===== src/rtl/pending_request_timeout_tracker_unit_macros.svh =====
// assertion macros for the pending request timeout tracker
`ifndef PENDING_REQUEST_TIMEOUT_TRACKER_UNIT_MACROS_SVH
`define PENDING_REQUEST_TIMEOUT_TRACKER_UNIT_MACROS_SVH

`ifndef SYNTH
`define PRTT_ASSERT(lbl, prop, msg) \
	lbl: assert property (@(posedge clk) disable iff (!arst_n) (prop)) else $error(msg);
`define PRTT_ASSERT_NEXT(lbl, cond, nxt, msg) \
	lbl: assert property (@(posedge clk) disable iff (!arst_n) (cond) |=> (nxt)) else $error(msg);
`else
`define PRTT_ASSERT(lbl, prop, msg)
`define PRTT_ASSERT_NEXT(lbl, cond, nxt, msg)
`endif

`endif


===== src/rtl/prtt_pkg.sv =====
// shared types and codes of the pending request timeout tracker
`default_nettype none

package prtt_pkg;

	localparam int MAX_RESULTS = 8;
	localparam int NW = $clog2(MAX_RESULTS + 1);

	localparam logic [1:0] OP_ISSUE    = 2'd0;
	localparam logic [1:0] OP_RESPONSE = 2'd1;
	localparam logic [1:0] OP_TIMEOUT  = 2'd2;

	localparam logic [1:0] RK_OK    = 2'd0;
	localparam logic [1:0] RK_ERROR = 2'd1;

	localparam logic [2:0] RS_ACCEPTED        = 3'd0;
	localparam logic [2:0] RS_FULL            = 3'd1;
	localparam logic [2:0] RS_OK              = 3'd2;
	localparam logic [2:0] RS_ERROR           = 3'd3;
	localparam logic [2:0] RS_TIMED_OUT       = 3'd4;
	localparam logic [2:0] RS_NONE_PENDING    = 3'd5;
	localparam logic [2:0] RS_DROPPED         = 3'd6;
	localparam logic [2:0] RS_NOTHING_EXPIRED = 3'd7;

	typedef struct packed {
		logic        vld;
		logic [4:0]  cmd;
		logic [31:0] dl;
	} entry_t;

	typedef struct packed {
		logic shift;
		logic push;
		logic compact;
	} cell_ctrl_t;

endpackage

`default_nettype wire


===== src/rtl/prtt_cell.sv =====
// one queue cell: holds an entry, takes a pushed entry or its neighbor's entry on shift or compaction
`default_nettype none

module prtt_cell
	import prtt_pkg::*;
(
	input  logic       clk,
	input  logic       arst_n,
	input  cell_ctrl_t ctrl,
	input  logic       push_sel,
	input  entry_t     push_ent,
	input  entry_t     nxt,
	input  logic       chain_in,
	output logic       chain_out,
	output entry_t     cur
);

	logic        vld_q;
	logic [4:0]  cmd_q;
	logic [31:0] dl_q;
	logic        take_nxt;
	logic        take_push;

	// a cell moves once it or any older cell is a hole
	assign chain_out = !vld_q || chain_in;
	assign take_nxt  = ctrl.shift || (ctrl.compact && chain_out);
	assign take_push = ctrl.push && push_sel;
	assign cur       = '{vld: vld_q, cmd: cmd_q, dl: dl_q};

	always_ff @(posedge clk or negedge arst_n) begin
		if (!arst_n) begin
			vld_q <= 1'b0;
		end else if (take_nxt) begin
			vld_q <= nxt.vld;
		end else if (take_push) begin
			vld_q <= 1'b1;
		end
	end

	always_ff @(posedge clk) begin
		if (take_nxt) begin
			cmd_q <= nxt.cmd;
			dl_q  <= nxt.dl;
		end else if (take_push) begin
			cmd_q <= push_ent.cmd;
			dl_q  <= push_ent.dl;
		end
	end

endmodule

`default_nettype wire


===== src/rtl/pending_request_timeout_tracker_unit.sv =====
// top level of the pending request timeout tracker
`default_nettype none

// In-order tracker of outstanding requests kept in a row of QUEUE_DEPTH cells, oldest
// in the first cell. An issue or a response gives one item. A timeout check is accepted,
// then rotates the whole row once through the first cell, comparing one deadline per
// cycle while result items are not stalled, gives the final item, and then closes the
// gaps left by expired entries at one gap per cycle. Up to eight entries expire per
// check, oldest first. The slot reported is the queue position modulo the depth, low
// three bits.

`include "pending_request_timeout_tracker_unit_macros.svh"

module pending_request_timeout_tracker_unit
	import prtt_pkg::*;
#(
	parameter int QUEUE_DEPTH = 8
) (
	input  logic        clk,
	input  logic        arst_n,
	input  logic        req_valid,
	output logic        req_stall,
	input  logic [1:0]  operation,
	input  logic [4:0]  command_index,
	input  logic [15:0] timeout_ms,
	input  logic [31:0] now_ms,
	input  logic [1:0]  response_kind,
	output logic        res_valid,
	input  logic        res_stall,
	output logic [2:0]  status,
	output logic [4:0]  command_index_res,
	output logic [2:0]  slot,
	output logic        last
);

	localparam int SW = $clog2(QUEUE_DEPTH);
	localparam int CW = $clog2(QUEUE_DEPTH + 1);
	localparam logic [CW:0] DEPTH_W = (CW + 1)'(QUEUE_DEPTH);

	typedef enum logic [3:0] {
		S_IDLE    = 4'b0001,
		S_SCAN    = 4'b0010,
		S_FINISH  = 4'b0100,
		S_COMPACT = 4'b1000
	} state_t;

	state_t          state_q;
	logic [SW-1:0]   head_q;
	logic [CW-1:0]   count_q;
	logic [SW-1:0]   step_q;
	logic [SW-1:0]   scan_slot_q;
	logic [NW-1:0]   n_q;
	logic [31:0]     now_q;
	logic            pend_vld_q;
	logic [4:0]      pend_cmd_q;
	logic [SW-1:0]   pend_slot_q;

	logic            res_valid_q;
	logic [2:0]      status_q;
	logic [4:0]      cmd_res_q;
	logic [2:0]      slot_q;
	logic            last_q;

	entry_t          cell_ent [QUEUE_DEPTH];
	entry_t          nxt_ent [QUEUE_DEPTH];
	logic [QUEUE_DEPTH-1:0] chain;
	logic [QUEUE_DEPTH-1:0] push_sel;
	logic [QUEUE_DEPTH-1:0] vld_vec;
	logic [QUEUE_DEPTH-1:0] vld_expect;
	cell_ctrl_t      ctrl;
	entry_t          push_ent;
	entry_t          rot_ent;

	logic            out_free;
	logic            take;
	logic            full;
	logic            expired;
	logic [CW:0]     tail_sum;
	logic [SW-1:0]   tail_slot;

	logic            out_load;
	logic [2:0]      out_status_d;
	logic [4:0]      out_cmd_d;
	logic [SW-1:0]   out_slot_d;
	logic            out_last_d;

	function automatic logic [SW-1:0] slot_inc(input logic [SW-1:0] s);
		return (s == SW'(QUEUE_DEPTH - 1)) ? '0 : s + 1'b1;
	endfunction

	assign out_free  = !res_valid_q || !res_stall;
	assign req_stall = (state_q != S_IDLE) || !out_free;
	assign take      = req_valid && !req_stall;
	assign full      = count_q >= CW'(QUEUE_DEPTH);

	assign tail_sum  = (CW + 1)'(head_q) + (CW + 1)'(count_q);
	assign tail_slot = (tail_sum >= DEPTH_W) ? SW'(tail_sum - DEPTH_W) : SW'(tail_sum);

	assign expired = cell_ent[0].vld && (now_q > cell_ent[0].dl) &&
		(n_q < NW'(MAX_RESULTS));

	assign push_ent = '{vld: 1'b1, cmd: command_index, dl: now_ms + {16'b0, timeout_ms}};
	assign rot_ent  = '{vld: cell_ent[0].vld && !expired, cmd: cell_ent[0].cmd,
		dl: cell_ent[0].dl};

	assign ctrl.shift = (take && operation == OP_RESPONSE && count_q != '0) ||
		(state_q == S_SCAN && out_free);
	assign ctrl.push    = take && operation == OP_ISSUE && !full;
	assign ctrl.compact = state_q == S_COMPACT;

	for (genvar i = 0; i < QUEUE_DEPTH; i++) begin : g_cell
		if (i == QUEUE_DEPTH - 1) begin : g_end
			assign nxt_ent[i] = (state_q == S_SCAN) ? rot_ent : '0;
		end else begin : g_mid
			assign nxt_ent[i] = cell_ent[i + 1];
		end
		assign push_sel[i]   = CW'(i) == count_q;
		assign vld_vec[i]    = cell_ent[i].vld;
		assign vld_expect[i] = CW'(i) < count_q;

		prtt_cell u_cell (
			.clk       (clk),
			.arst_n    (arst_n),
			.ctrl      (ctrl),
			.push_sel  (push_sel[i]),
			.push_ent  (push_ent),
			.nxt       (nxt_ent[i]),
			.chain_in  ((i == 0) ? 1'b0 : chain[(i == 0) ? 0 : i - 1]),
			.chain_out (chain[i]),
			.cur       (cell_ent[i])
		);
	end

	always_comb begin
		out_load     = 1'b0;
		out_status_d = RS_NOTHING_EXPIRED;
		out_cmd_d    = '0;
		out_slot_d   = '0;
		out_last_d   = 1'b1;
		case (state_q)
			S_IDLE: begin
				if (take) begin
					case (operation)
						OP_ISSUE: begin
							out_load  = 1'b1;
							out_cmd_d = command_index;
							if (full) begin
								out_status_d = RS_FULL;
							end else begin
								out_status_d = RS_ACCEPTED;
								out_slot_d   = tail_slot;
							end
						end
						OP_RESPONSE: begin
							out_load = 1'b1;
							if (count_q == '0) begin
								out_status_d = RS_NONE_PENDING;
							end else begin
								out_cmd_d  = cell_ent[0].cmd;
								out_slot_d = head_q;
								case (response_kind)
									RK_OK:    out_status_d = RS_OK;
									RK_ERROR: out_status_d = RS_ERROR;
									default:  out_status_d = RS_DROPPED;
								endcase
							end
						end
						default: begin
						end
					endcase
				end
			end
			S_SCAN: begin
				if (out_free && expired && pend_vld_q) begin
					out_load     = 1'b1;
					out_status_d = RS_TIMED_OUT;
					out_cmd_d    = pend_cmd_q;
					out_slot_d   = pend_slot_q;
					out_last_d   = 1'b0;
				end
			end
			S_FINISH: begin
				if (out_free) begin
					out_load = 1'b1;
					if (pend_vld_q) begin
						out_status_d = RS_TIMED_OUT;
						out_cmd_d    = pend_cmd_q;
						out_slot_d   = pend_slot_q;
					end
				end
			end
			default: begin
			end
		endcase
	end

	always_ff @(posedge clk or negedge arst_n) begin
		if (!arst_n) begin
			state_q     <= S_IDLE;
			head_q      <= '0;
			count_q     <= '0;
			step_q      <= '0;
			n_q         <= '0;
			pend_vld_q  <= 1'b0;
			res_valid_q <= 1'b0;
		end else begin
			if (out_load) begin
				res_valid_q <= 1'b1;
			end else if (!res_stall) begin
				res_valid_q <= 1'b0;
			end
			case (state_q)
				S_IDLE: begin
					if (take) begin
						case (operation)
							OP_ISSUE: begin
								if (!full) begin
									count_q <= count_q + 1'b1;
								end
							end
							OP_RESPONSE: begin
								if (count_q != '0) begin
									head_q  <= slot_inc(head_q);
									count_q <= count_q - 1'b1;
								end
							end
							OP_TIMEOUT: begin
								state_q    <= S_SCAN;
								step_q     <= '0;
								n_q        <= '0;
								pend_vld_q <= 1'b0;
							end
							default: begin
							end
						endcase
					end
				end
				S_SCAN: begin
					if (out_free) begin
						step_q <= step_q + 1'b1;
						if (expired) begin
							n_q        <= n_q + 1'b1;
							pend_vld_q <= 1'b1;
						end
						if (step_q == SW'(QUEUE_DEPTH - 1)) begin
							state_q <= S_FINISH;
						end
					end
				end
				S_FINISH: begin
					if (out_free) begin
						count_q    <= count_q - CW'(n_q);
						pend_vld_q <= 1'b0;
						state_q    <= (n_q == '0) ? S_IDLE : S_COMPACT;
					end
				end
				S_COMPACT: begin
					n_q <= n_q - 1'b1;
					if (n_q == NW'(1)) begin
						state_q <= S_IDLE;
					end
				end
				default: begin
					state_q <= S_IDLE;
				end
			endcase
		end
	end

	always_ff @(posedge clk) begin
		if (take && operation == OP_TIMEOUT) begin
			now_q       <= now_ms;
			scan_slot_q <= head_q;
		end else if (state_q == S_SCAN && out_free) begin
			scan_slot_q <= slot_inc(scan_slot_q);
		end
		if (state_q == S_SCAN && out_free && expired) begin
			pend_cmd_q  <= cell_ent[0].cmd;
			pend_slot_q <= scan_slot_q;
		end
		if (out_load) begin
			status_q  <= out_status_d;
			cmd_res_q <= out_cmd_d;
			slot_q    <= 3'(out_slot_d);
			last_q    <= out_last_d;
		end
	end

	assign res_valid         = res_valid_q;
	assign status            = status_q;
	assign command_index_res = cmd_res_q;
	assign slot              = slot_q;
	assign last              = last_q;

	`PRTT_ASSERT(a_count_range, count_q <= CW'(QUEUE_DEPTH), "entry count beyond queue depth")
	`PRTT_ASSERT(a_idle_cells, (state_q == S_IDLE) |-> (vld_vec == vld_expect), "cells not packed")
	`PRTT_ASSERT(a_busy_stall, (state_q != S_IDLE) |-> req_stall, "item taken during check")
	`PRTT_ASSERT(a_compact_hole, (state_q == S_COMPACT) |-> chain[QUEUE_DEPTH-1], "no gap left")
	`PRTT_ASSERT_NEXT(a_finish_none, state_q == S_FINISH && out_free && n_q == '0, res_valid && status == RS_NOTHING_EXPIRED, "missing nothing expired item")

endmodule

`default_nettype wire

===== config.mk =====
export PLATFORM = sky130hd
export DESIGN_NAME = pending_request_timeout_tracker_unit
export DESIGN_NICKNAME = d
export VERILOG_FILES = /design/src/rtl/prtt_pkg.sv /design/src/rtl/prtt_cell.sv /design/src/rtl/pending_request_timeout_tracker_unit.sv
export VERILOG_INCLUDE_DIRS = /design/src /design/src/rtl
export SDC_FILE = /design/constraint.sdc
export NUM_CORES = 1
export LEC_CHECK = 0
export BUFFER_PORTS_ARGS = -buffer_cell sky130_fd_sc_hd__buf_4
export CAP_MARGIN = 30
export CORE_MARGIN = 2
export CORE_UTILIZATION = 56
export CTS_CLUSTER_SIZE = 20
export DETAILED_ROUTE_END_ITERATION = 7
export PLACE_DENSITY_LB_ADDON = 0.12
export SLEW_MARGIN = 15
export SYNTH_ARGS = -nofsm -noshare
export SYNTH_HDL_FRONTEND = slang
export SYNTH_HIERARCHICAL = 1
export SYNTH_SLANG_ARGS = --single-unit

===== constraint.sdc =====
create_clock -name clk -period 3.85 [get_ports clk]
set_input_delay 0.77 -clock clk [delete_from_list [all_inputs] [get_ports clk]]
set_output_delay 0.77 -clock clk [all_outputs]
set_load 0.01 [all_outputs]

==> reports/summary.md, run 1 <==
In this run the cell area of the synthesized design comes to 19,700 um2. The tools report the top-level port count as 75. The first element of the critical path is g_cell[0].u_cell/vld_q. Buffers inserted during clock tree synthesis total 42.

For this block, the routed nets add up to 44,400 um of wire. The average vias per placed instance works out to 5.87. Global routing used 24.6% of the available tracks. Setup repair after global routing left no endpoint under its margin. Global routing consumed, on the met2 layer, 40.7% of the routing resources. The placed wire-length estimate was 27,000 um. The run gives 0 ns as the aggregate negative setup slack. The tree is rooted in a sky130_fd_sc_hd__clkbuf_16. In this run the tightest slew margin relative to its limit is 34.3%. Total congestion overflow: 0. For this block, the via count after detailed routing is 11,200. The die is 191 um tall. The flow ran to the end, and the final reports show no timing, DRC or antenna violations. The core region is 34,500 um2. The run gives 0 as the number of remaining DRC errors.

In this run the deepest clock path goes through 3 buffers. Kind of critical path: flop to flop. For flop-to-flop paths, the worst setup slack is 0.61 ns. The initial utilization of the core area, before any placement, comes to 57.0%. Launch instance of the worst register-to-register path: g_cell[0].u_cell/vld_q. The floorplan has 68 rows.

Clock tree synthesis found a total of 379 sinks. Global-route met1 utilization: 34.5%. The tools report the initial antenna violation count as 2. IR analysis of the VDD net gives a maximum drop of 0.370 mV.

In this run the post-CTS setup repair buffer count came out at 0. The run gives 3.08% as the met3 usage in global routing. The combined flip-flop and latch cell area came out at 11,200 um2. The min-delay analysis places its worst path in the category input pin to async pin. met2 is the most crowded layer. The clock insertion delay at the later pin of the skew report came out at 0.54 ns. The worst setup path is launched from a flop. At the pin with the least slew margin, the transition time is 0.983 ns.

The global-route wire length before repair was 67,600 um. The die boundary width came out at 191 um. In the final routed layout, each cell accounts on average for 23.3 um. The setup skew after layout is 0.0179 ns, and the number of buffers added on ports is 74. Counting cells, the worst reg-to-reg path comes to 11.

The max-cap violation count was 0; the maximum number of pins on one net before global-route repair was 38. For this run, the number of Yosys warnings is 6. Setup violations remaining at the end of the flow were counted as 0. The H-tree was split into 2 levels. Each instance of the synthesized netlist takes up on average 14.9 um2.

The tools report the number of routed nets with antenna violations as 0. The ratio of total power to cell area came out at 627 nW/um2. The first routing iteration left 736 violations.

Dividing the final minimum period by the clock period gives 84.2%. The tools report the data arrival at the endpoint of the critical path as 3.52 ns. The total count of max-transition violations in the final report was 0. The tools report the worst reg2reg path endpoint as g_cell[7].u_cell/dl_q[14]. The register clock-pin slew on the reported worst setup and hold paths is 0.06 ns.

Following the worst setup path forward leads to its endpoint at g_cell[7].u_cell/dl_q[14]. The leakage power total was 8.74 nW. The required arrival time at the worst endpoint was 4.12 ns. The shortest period the worst path allows is 3.24 ns. For this run, the detailed router's first-pass iteration total came to 5.

The number of global-route vias before repair is 11,200, and the maximum fanout encountered on the critical timing path is 28. The area of combinational cells with multiple inputs was 7670 um2; the gate count after technology mapping was 1,316. Cells with a size suffix above 1 make up 35.4% of the layout.

The die area was 36,600 um2; the weighted congestion reported at the end of routability-driven placement was 0.837. For the number of gates given a new drive strength after cts, the log shows 0. TritonCTS built the clock tree. The number of nets in the layout was 1,550. The tools report the number of filler cells placed in the layout as 2,564. The number of failing hold endpoints at the final stage was 0.

The synthesis-to-finish area growth was 12.1%. The kind of end point of the critical path is a flop. For this run, the top clock speed supported by timing is 0.308 GHz. The cts-stage hold buffer count was 0; the overall power of the completed layout was 13.8 mW.
report_power, final:
| part | switching [mW] | leakage [nW] | internal [mW] | total, mW |
|---|---|---|---|---|
| registers | 0.363 | 3.54 | 5.57 | 5.93 |
| clock network | 1.61 | 0.629 | 2.21 | 3.82 |
| logic | 2.19 | 4.57 | 1.89 | 4.08 |
metrics by stage:
stage	util [%]	cells	hold WS, ns	instance area, um2	setup slack (ns)
after floorplan	-	1317	0.431	19700	0.329
after global placement	60.1	1832	0.445	20800	0.192
after detailed placement	60.1	1832	0.454	20800	0.144
after CTS	63.8	1905	0.167	22100	0.618
after global routing	63.8	1905	0.182	22100	0.442
final	63.9	1907	0.166	22100	0.608
per-layer routing:
layer | share of wire, % | vias up
met3 | 4.6 | 63
met4 | 2.1 | 0
met1 | 45 | 5692
met2 | 48 | 279
met5 | 0 | -
li1 | - | 5153
how the worst min path moves through the flow:
stage,startpoint,endpoint,depth (start not counted)
after global routing,arst_n,head_q[0],1
after floorplan,scan_slot_q[1],pend_slot_q[1],0
after detailed placement,scan_slot_q[2],pend_slot_q[2],0
after CTS,arst_n,state_q[2],1
after global placement,scan_slot_q[2],pend_slot_q[2],0
final,arst_n,head_q[1],1
state kept, by name, indices dropped and copies added (netlist names):
register,cells
head_q,3
slot,3
step_q,3
status,3
last,1
pend_vld_q,1
g_cell.u_cell/vld_q,8
count_q,4
scan_slot_q,3
res_valid,1
g_cell.u_cell/cmd_q,40
pend_cmd_q,5
g_cell.u_cell/dl_q,256
command_index_res,5
n_q,4
state_q,4
pend_slot_q,3
now_q,32
area by class of cell:
type | count | area share (%)
diodes | 2 | 0.0227
flip-flops and latches | 379 | 51.0
multi-input cells | 829 | 34.8
clock inverters | 18 | 0.720
inverters | 53 | 0.902
clock buffers | 55 | 5.13
well taps | 455 | 2.58
repair buffers | 116 | 4.91
worst max-delay path, stage by stage, from the launching register on:
cell and delay [ns]:
sky130_fd_sc_hd__dfrtp_1 0.46, sky130_fd_sc_hd__nand2b_4 0.10, sky130_fd_sc_hd__nand2b_4 0.17, sky130_fd_sc_hd__nand2b_4 0.17
sky130_fd_sc_hd__nand2b_4 0.17, sky130_fd_sc_hd__nand2b_4 0.17, sky130_fd_sc_hd__nand2b_4 0.16, sky130_fd_sc_hd__nand2b_4 0.17
sky130_fd_sc_hd__nand2b_4 0.15, sky130_fd_sc_hd__a21oi_4 0.52, sky130_fd_sc_hd__buf_12 0.34, sky130_fd_sc_hd__mux2_2 0.38
cell usage in the layout, fill, tap and decap left out, types with 6 or more instances in the layout:
cell type                     n
sky130_fd_sc_hd__xnor2_1     29
sky130_fd_sc_hd__clkbuf_1    11
sky130_fd_sc_hd__a21o_1      10
sky130_fd_sc_hd__o22ai_1     12
sky130_fd_sc_hd__buf_4       99
sky130_fd_sc_hd__o22a_1      11
sky130_fd_sc_hd__nor2_1      73
sky130_fd_sc_hd__nand2b_4     8
sky130_fd_sc_hd__inv_1       53
sky130_fd_sc_hd__nand2_1     67
sky130_fd_sc_hd__a21oi_1     55
sky130_fd_sc_hd__nor3_1       6
sky130_fd_sc_hd__nand3_1     17
sky130_fd_sc_hd__buf_12      17
sky130_fd_sc_hd__dfrtp_1     27
sky130_fd_sc_hd__clkbuf_16   43
sky130_fd_sc_hd__and3_1      11
sky130_fd_sc_hd__mux2_4     152
sky130_fd_sc_hd__a21oi_4      8
sky130_fd_sc_hd__a31oi_1      7
sky130_fd_sc_hd__o21ai_0     29
sky130_fd_sc_hd__nand2_2      8
sky130_fd_sc_hd__edfxtp_1   351
sky130_fd_sc_hd__mux2_2     147
sky130_fd_sc_hd__clkinv_1     7
sky130_fd_sc_hd__and2_1      11
sky130_fd_sc_hd__nand4_1      8
sky130_fd_sc_hd__nor2b_1     18
sky130_fd_sc_hd__ha_1        65
(Power assumes the default switching activity.)
==> inputs of run 2 (changes only) <==
--- a/config.mk
+++ b/config.mk
@@ -6,6 +6,7 @@
 export SDC_FILE = /design/constraint.sdc
 export NUM_CORES = 1
 export LEC_CHECK = 0
+export ABC_AREA = 1
 export BUFFER_PORTS_ARGS = -buffer_cell sky130_fd_sc_hd__buf_4
 export CAP_MARGIN = 30
 export CORE_MARGIN = 2
==> constraint.sdc (replaced) <==
create_clock -name clk -period 2.7 [get_ports clk]
set_input_delay 0.54 -clock clk [delete_from_list [all_inputs] [get_ports clk]]
set_output_delay 0.54 -clock clk [all_outputs]
set_load 0.01 [all_outputs]
==> run 2 against run 1 <==
Effect of this change: setup slack got worse by 0.47 ns; clock skew fell by 0.0020 ns; critical endpoint is now g_cell[2].u_cell/dl_q[22]; utilization increased by 2.1 points; combinational power up 44%; sequential power is 40% higher; critical path depth grew 3; highest routed layer unchanged; register-to-register slack lost 0.42 ns; non-clock buffer count is 110 higher; count of clock-buffer cells in the layout shrank 3; global-route usage up 7.6 points; synthesized cell count rose by 60%; largest cell class unchanged; via count is 45% higher.
==> reports/summary.md, run 2 <==
The cell count of the worst reg-to-reg path came out at 12 (was 11). The total congestion overflow came out at 0 (unchanged). The library cell used as clock root buffer is sky130_fd_sc_hd__clkbuf_16 (unchanged). The count of final setup violators was 0 (unchanged); the number of placed instances, taps included was 2,669 (was 1,832).

The effective utilization at floorplan is 57.0% (about the same). The actual transition at the worst max-transition pin was 1.00 ns (was 0.983 ns). The most common library cell in the layout ignoring fill and taps is sky130_fd_sc_hd__nand2_1 (was sky130_fd_sc_hd__edfxtp_1). The number of nets handed over by synthesis was 2,230. The gate count after technology mapping is 2,101 (was 1,316), and the number of nets in the layout is 2,388 (was 1,550). The ratio of total power to cell area is 859 nW/um2 (was 627 nW/um2). Post-route standard cell area excluding fillers: 22,900 um2 (was 22,100 um2). The run gives 32.1% (was 24.6%) as the total routing resource utilization after global routing.

Most frequent cells in the layout: 778 x sky130_fd_sc_hd__nand2_1, 351 x sky130_fd_sc_hd__edfxtp_1, 316 x sky130_fd_sc_hd__nand3_1, 203 x sky130_fd_sc_hd__buf_4, 139 x sky130_fd_sc_hd__inv_1 (was 351 x sky130_fd_sc_hd__edfxtp_1, 152 x sky130_fd_sc_hd__mux2_4, 147 x sky130_fd_sc_hd__mux2_2, 99 x sky130_fd_sc_hd__buf_4, 73 x sky130_fd_sc_hd__nor2_1). The hold path depth was 1; the relative slew slack was 32.6% (was 34.3%). The tools report the startpoint of the most critical hold path as now_ms[6]. Global-route wire length before repair: 89,200 um (was 67,600 um). The per-instance average area after synthesis was 9.39 um2 (was 14.9 um2). The number of global-route vias before repair came out at 15,800 (was 11,200). The register clock-pin slew on the reported worst setup and hold paths is 0.07 ns (was 0.06 ns).

The average vias per placed instance was 5.90 (was 5.87); the number of levels in the clock H-tree was 2 (unchanged). The flip-flop count of the largest register, all copies and words added works out to 256 (unchanged). The number of vias in the routed layout was 16,200 (was 11,200).

Standard cell core area: 34,600 um2 (was 34,500 um2). Max-cap violation count: 0 (unchanged). The largest buffer count on any clock path is 3 (unchanged). The kind of critical path was input pin to flop (was flop to flop). The part of the total power dissipated in combinational logic is 30.0% (was 29.5%).

Total count of max-transition violations in the final report: 0 (unchanged). TritonCTS built the clock tree. The tools report the required arrival time at the worst endpoint as 3.10 ns (was 4.12 ns). The number of clock sinks is 379 (unchanged). Worst reg2reg path endpoint: g_cell[3].u_cell/dl_q[21] (was g_cell[7].u_cell/dl_q[14]). The run gives 21,500 um2 (was 20,800 um2) as the instance area at placement. For the total wirelength of the detailed-routed design, the log shows 58,300 um (was 44,400 um). The number of DRC markers in iteration 0 is 1,920 (was 736), and the die area is 36,700 um2 (was 36,600 um2). The vertical die dimension was 192 um (was 191 um). The hold path endpoint is now_q[6]. The logs give -0.419 ns (was 0.144 ns) for the worst slack after detailed placement and 19,700 um2 (about the same) for the cell area after synthesis. The logs give 0.19 ns (was 0.61 ns) for the internal reg-to-reg setup slack and 0.390 GHz for the maximum achievable frequency.

The shortest period the worst path allows was 2.56 ns. Launch instance of the worst register-to-register path: count_q[1] (was g_cell[0].u_cell/vld_q). The number of buffers added on ports works out to 74 (unchanged).

Kind of end point of the critical path: a flop (unchanged). The peak ir drop on the vdd network was 0.551 mV (was 0.370 mV). The run gives 36,500 um (was 27,000 um) as the placed wire-length estimate. The row count is 68 (unchanged), and the clock insertion delay at the later pin of the skew report is 0.54 ns (about the same).

The synthesis-to-finish area growth is 15.9% (was 12.1%), and the first-pass iteration count of the detailed router is 6 (was 5). Initial antenna violation count: 0 (was 2). The count of synthesis-stage warnings from yosys came out at 6 (unchanged).

The maximum number of pins on one net before global-route repair came out at 44 (was 38). The logs give 6.51 mW (was 4.17 mW) for the switching power of the nets and 42.3% (was 42.9%) for the part of the power in registers. The maximum fanout encountered on the critical timing path is 8 (was 28). For the number of filler cells placed in the layout, the log shows 2,722 (was 2,564).

The worst path uses 94.9% of the clock period. The top-level port count was 75 (unchanged); the ratio of cells with drive above 1 in the final layout was 14.8% (was 35.4%). The average detailed-routed wire length per instance is 21.2 um (was 23.3 um), and the number of routed nets with antenna violations is 0 (unchanged). Setup repair after global routing left no endpoint under its margin.

The portion of total power attributed to the clock network is 27.7% (about the same), and the weighted congestion reported at the end of routability-driven placement is 0.899 (was 0.837). The tools report the number of failing hold endpoints at the final stage as 0 (unchanged). Number of remaining DRC errors: 0 (unchanged). Type of origin of the critical path: an input pin (was a flop). The die boundary width is 192 um (was 191 um), and the switching share of total power is 33.2% (was 30.1%). The internal cell power was 13.1 mW (was 9.66 mW); the number of inserted diodes was 0 (was 2). The run finished with clean final reports. The number of setup buffers added after CTS was 0 (unchanged). The least setup slack across all paths after layout was 0.137 ns (was 0.608 ns). Class of the tightest hold or removal check: input pin to flop (was input pin to async pin).

The logs give 2,742 (was 1,907) for the post-route non-filler standard cell count and 2.96 ns (was 3.52 ns) for the data arrival at the endpoint of the critical path. The setup skew after layout is 0.0159 ns (was 0.0179 ns). The register with the highest flop count is g_cell.u_cell/dl_q (unchanged). Biggest regs: g_cell.u_cell/dl_q x256, g_cell.u_cell/cmd_q x40, now_q x32 (unchanged). For the number of buffers created by CTS, the log shows 41 (was 42). The run gives 10.2 nW (was 8.74 nW) as the leakage power total.
==> run 2: layer usage <==
metal	vias up	part of all wire, %	track usage (%)
met5	-	0	0
met4	0	3.4	10.7
met3	138	11	5.50
met2	976	47	52.9
met1	7700	39	43.4
li1	7361	-	-
==> run 2: worst max path at each step <==
stage	startpoint	endpoint	slack, ns	depth (start not counted)
after floorplan	timeout_ms[0]	g_cell[0].u_cell/dl_q[26]	0.05	14
after global placement	now_ms[0]	g_cell[0].u_cell/dl_q[18]	-0.33	15
after detailed placement	now_ms[0]	g_cell[7].u_cell/dl_q[18]	-0.42	15
after CTS	count_q[1]	g_cell[0].u_cell/dl_q[8]	0.06	12
after global routing	now_ms[0]	g_cell[2].u_cell/dl_q[22]	0.03	14
final	now_ms[0]	g_cell[2].u_cell/dl_q[22]	0.14	14
==> run 2: area by class of cell <==
cell class | count | area [um2] | area share (%)
clock buffers | 52 | 1070 | 4.67
clock inverters | 19 | 188 | 0.821
inverters | 147 | 557 | 2.44
multi-input cells | 1464 | 7270 | 31.8
flip-flops and latches | 379 | 11200 | 49.2
well taps | 455 | 569 | 2.49
repair buffers | 226 | 1960 | 8.59
==> run 2: timing repair <==
action,in CTS,in global routing
endpoints found under the hold margin,27,0
endpoints found under the setup margin,0,158
resized for setup,0,7
hold buffers,1,0
==> run 2: power by group through the flow <==
stage	Combinational [mW]	Clock, mW	Sequential [mW]
floorplan	3.72	0	8.36
global placement	5.57	0	8.39
detailed placement	5.74	0	8.41
CTS	5.77	5.50	8.30
global route	6.43	5.71	8.38
finish	5.89	5.44	8.30
==> run 2: through the flow <==
step | util (%) | total power, mW | TNS (ns) | hold WS, ns
after floorplan | - | 12.1 | 0 | 0.244
after global placement | 62.2 | 14.0 | -23.20 | 0.446
after detailed placement | 62.2 | 14.1 | -31.12 | 0.464
after CTS | 65.8 | 19.6 | 0 | 0.176
after global routing | 66.0 | 20.5 | 0 | 0.179
final | 66.0 | 19.6 | 0 | 0.185
==> run 2: worst max-delay path, cell delays in order <==
cell and delay (ns):
sky130_fd_sc_hd__buf_4 0.08, sky130_fd_sc_hd__ha_1 0.15, sky130_fd_sc_hd__inv_1 0.05, sky130_fd_sc_hd__fa_1 0.38
sky130_fd_sc_hd__nand3b_1 0.17, sky130_fd_sc_hd__nand2_1 0.12, sky130_fd_sc_hd__nand4_1 0.12, sky130_fd_sc_hd__nand3_2 0.09
sky130_fd_sc_hd__nand3_1 0.08, sky130_fd_sc_hd__nand2_2 0.19, sky130_fd_sc_hd__nand2_1 0.15, sky130_fd_sc_hd__xor2_1 0.56
sky130_fd_sc_hd__nand3_1 0.16, sky130_fd_sc_hd__nand2_1 0.11
